--- src/hdl/sae_pkg.sv ---
// Shared types and codes for the shifting array engine.
`default_nettype none

package sae_pkg;

  localparam int WORD_W = 32;

  typedef logic signed [WORD_W-1:0] word_t;

  // command codes
  localparam logic [2:0] CMD_APPEND    = 3'd0;
  localparam logic [2:0] CMD_INSERT    = 3'd1;
  localparam logic [2:0] CMD_SET       = 3'd2;
  localparam logic [2:0] CMD_READ      = 3'd3;
  localparam logic [2:0] CMD_REMOVE    = 3'd4;
  localparam logic [2:0] CMD_REM_RANGE = 3'd5;
  localparam logic [2:0] CMD_REM_LAST  = 3'd6;

  // status codes
  localparam logic [1:0] ST_OK    = 2'd0;
  localparam logic [1:0] ST_FULL  = 2'd1;
  localparam logic [1:0] ST_RANGE = 2'd2;
  localparam logic [1:0] ST_EMPTY = 2'd3;

  // cell operations
  localparam logic [1:0] OP_HOLD = 2'd0;
  localparam logic [1:0] OP_LOAD = 2'd1;
  localparam logic [1:0] OP_UP   = 2'd2;
  localparam logic [1:0] OP_DOWN = 2'd3;

  typedef struct packed {
    logic [1:0] op;
    logic       at;     // this cell is the target position
    logic       above;  // this cell lies above the target position
  } cell_ctrl_t;

endpackage

`default_nettype wire

--- src/hdl/sae_cell.sv ---
// One storage cell of the shifting chain.
`default_nettype none

module sae_cell (
  input  wire                 clk,
  input  sae_pkg::cell_ctrl_t ctrl,
  input  sae_pkg::word_t      load_value,
  input  sae_pkg::word_t      left,
  input  sae_pkg::word_t      right,
  output sae_pkg::word_t      data
);
  import sae_pkg::*;

  always_ff @(posedge clk) begin
    case (ctrl.op)
      OP_LOAD: begin
        if (ctrl.at) data <= load_value;
      end
      OP_UP: begin
        if (ctrl.at) begin
          data <= load_value;
        end else if (ctrl.above) begin
          data <= left;
        end
      end
      OP_DOWN: begin
        if (ctrl.at || ctrl.above) data <= right;
      end
      default: begin
      end
    endcase
  end

endmodule

`default_nettype wire

--- config.mk ---
export PLATFORM = sky130hd
export DESIGN_NAME = sae_cell
export DESIGN_NICKNAME = d
export VERILOG_FILES = /design/src/hdl/sae_pkg.sv /design/src/hdl/sae_cell.sv
export SDC_FILE = /design/constraint.sdc
export NUM_CORES = 1
export LEC_CHECK = 0
export BUFFER_PORTS_ARGS = -buffer_cell sky130_fd_sc_hd__buf_2
export CORE_ASPECT_RATIO = 1.75
export CORE_UTILIZATION = 40
export DETAILED_ROUTE_END_ITERATION = 8
export PLACE_DENSITY = 0.8
export SKIP_CTS_REPAIR_TIMING = 1
export SYNTH_ARGS = -nofsm -noshare
export SYNTH_HDL_FRONTEND = slang
export SYNTH_SLANG_ARGS = --single-unit
--- constraint.sdc ---
create_clock -name clk -period 3.1 [get_ports clk]
set_input_delay 0.31 -clock clk [delete_from_list [all_inputs] [get_ports clk]]
set_output_delay 0.31 -clock clk [all_outputs]
set_load 0.01 [all_outputs]
==> results_dict.tcl <==
set metrics [dict create \
    placement.io_buffers 132 \
    fraction_of_synthesized_cell_area_taken_by_the_top_area_cell_type 0.537 \
    vdd_ir_drop_max_mv 0.279 \
    post_synth_inst_count 152 \
    cts_tree "done" \
    cp-start-kind "input port" \
    min_period_ps 2010 \
    avgSynthCellArea_um2 11.8 \
    min_delay_worst_endpoint "data[9]" \
    core_area_mm2 0.00423 \
    synth-seq-area-share 0.537 \
    row_count 31 \
    cap_violations 0 \
    die_width_um 52.6 \
    clkSlewWorstSetupHoldPaths_ps 70 \
    detail-route-antenna-nets 0 \
    grt_pass1_vias 1773 \
    status "completed" \
    regMostFlops "data" \
    yosys-top-cells-area "sky130_fd_sc_hd__edfxtp_1, sky130_fd_sc_hd__o32ai_1, sky130_fd_sc_hd__o22ai_1, sky130_fd_sc_hd__o32ai_2, sky130_fd_sc_hd__nor2_1" \
    postSynthRegisterBits 32 \
    worst_hold_startpoint "right[9]" \
    syn-cell-area_mm2 0.00179 \
    drcViolationCount 0 \
    synth_fp_nets 253 \
    power-per-cell-area_mw_per_mm2 451 \
    worst_slew_margin_rel 0.511 \
    vias_per_cell 5.72 \
    report.final.slew_viol_count 0 \
    layout.nets 377 \
    tritoncts_num_sinks 32 \
    slew_worst_pin_ps 734 \
    routability_cong 0.814 \
    post_synth_num_cell_types 14 \
    place_ws_ps 790 \
    layout-area-overhead-vs-synth_pct 39.9 \
    achievable-frequency_ghz 0.498 \
    start_util 0.423 \
    maximum_fanout_along_the_worst_path 36 \
    worstHoldPathCells 3 \
    setup_ws_post_layout_ps 1090 \
    biggest_regs "data: 32 flops" \
    die_area_mm2 0.00476 \
    grt_setup_unrepaired "false" \
    clock-root-buffer "sky130_fd_sc_hd__clkbuf_8" \
    boundaryPins 133 \
    layout_worst_path_cycle_share 0.647 \
    initialDrtViolationCount 58 \
    layout-drive-gt1-share 0.549 \
    firstDrtPassIters 5 \
    routed_wl_um 5150 \
    route.vias.total 1865 \
    post_drt_wl_per_cell_um 15.8 \
    hpwlAfterDp_um 3760 \
    largest_reg_flops 32 \
    setup_viol 0 \
    finalHoldViolations 0 \
    cts_buffers 5 \
    antenna_violations_before_repair 0 \
    insertedDiodeCount 0 \
    post-synth-top-area-cell "sky130_fd_sc_hd__edfxtp_1" \
    ys.warnings.count 0 \
    p_leak_nw 1.06 \
    grt_use_total 0.225 \
    die-height_um 90.5 \
    crit_type "input port to register" \
    cp.required_ps 3120 \
    hold_path_class "input port to register" \
    grt_pass1_wl_um 8020 \
    grt_remaining_overflow 0 \
    max-clock-path-buffers 2 \
    setup.worst_path.end_class "register" \
    htree_num_levels 2 \
    worstPathArrival_ps 2030 \
    final.setup.tns_ps 0 \
    largest_net_degree_at_the_start_of_global_routing 37 \
]
routing by layer:
layer / GRT usage / up-vias / wire (um)
met3: 0.0589 / 12 / 390
met2: 0.392 / 101 / 2910
met5: 0 / - / 0
met4: 0.0987 / 0 / 125
li1: - / 882 / -
met1: 0.242 / 870 / 1730
metrics by stage:
stage | hold WS (ps) | power (mW) | util | cell area [um2] | cells
after global placement | 621 | 0.840 | 0.574 | 2420 | 318
after global routing | 341 | 1.19 | 0.592 | 2500 | 326
final | 351 | 1.13 | 0.592 | 2500 | 326
after CTS | 345 | 1.14 | 0.592 | 2500 | 326
after detailed placement | 631 | 0.846 | 0.574 | 2420 | 318
after floorplan | 533 | 0.708 | - | 1790 | 152
area by class of cell:
class	instances	area [um2]
Fill cell	392	1720
Multi-Input combinational cell	103	727
Clock inverter	1	3.75
Tap cell	49	61.3
Clock buffer	7	76.3
Sequential cell	32	961
Timing Repair Buffer	134	676
synth_stat cells:
cell / count
sky130_fd_sc_hd__buf_4: 4
sky130_fd_sc_hd__o32ai_1: 23
sky130_fd_sc_hd__a21oi_1: 1
sky130_fd_sc_hd__clkbuf_1: 3
sky130_fd_sc_hd__o32ai_2: 8
sky130_fd_sc_hd__nand2b_4: 2
sky130_fd_sc_hd__edfxtp_1: 32
sky130_fd_sc_hd__buf_6: 3
sky130_fd_sc_hd__nor3_2: 2
sky130_fd_sc_hd__nor2_1: 33
sky130_fd_sc_hd__o22ai_1: 32
sky130_fd_sc_hd__buf_2: 7
sky130_fd_sc_hd__nor3b_1: 1
sky130_fd_sc_hd__nand2_1: 1
cells by family after synthesis:
group,share of synthesized area
buffers and inverters,0.0615
flip-flops,0.537
AND/OR/NAND/NOR,0.102
AO/OA/AOI/OAI,0.300
where the power goes:
| group | switching, mW | internal, mW | total (mW) |
|---|---|---|---|
| combinational | 0.153 | 0.125 | 0.278 |
| clock | 0.138 | 0.156 | 0.293 |
| sequential | 0.0123 | 0.545 | 0.557 |
| total | 0.303 | 0.826 | 1.13 |
placed cells by master (no fill, tap or decap), drive strengths merged:
cell	instances
a21oi	1
buf	134
clkbuf	7
clkinv	1
edfxtp	32
nand2	1
nand2b	2
nor2	33
nor3	2
nor3b	1
o22ai	32
o32ai	31
critical path, cell delays in order:
cell and delay (ps):
sky130_fd_sc_hd__buf_2 570, sky130_fd_sc_hd__nand2_1 530, sky130_fd_sc_hd__buf_4 370, sky130_fd_sc_hd__o22ai_1 180, sky130_fd_sc_hd__nor3_2 50
how the worst max path moves through the flow:
| stage | slack [ps] | to | cells after the start | from |
|---|---|---|---|---|
| 2_1_floorplan | 540 | data[0] | 4 | ctrl[3] |
| 3_3_place_gp | 820 | data[17] | 5 | ctrl[2] |
| 3_5_place_dp | 790 | data[17] | 5 | ctrl[2] |
| 4_1_cts | 1080 | data[17] | 5 | ctrl[2] |
| 5_1_grt | 930 | data[12] | 5 | ctrl[2] |
| 6_report | 1090 | data[17] | 5 | ctrl[2] |
Power figures use the tool's default switching activity.
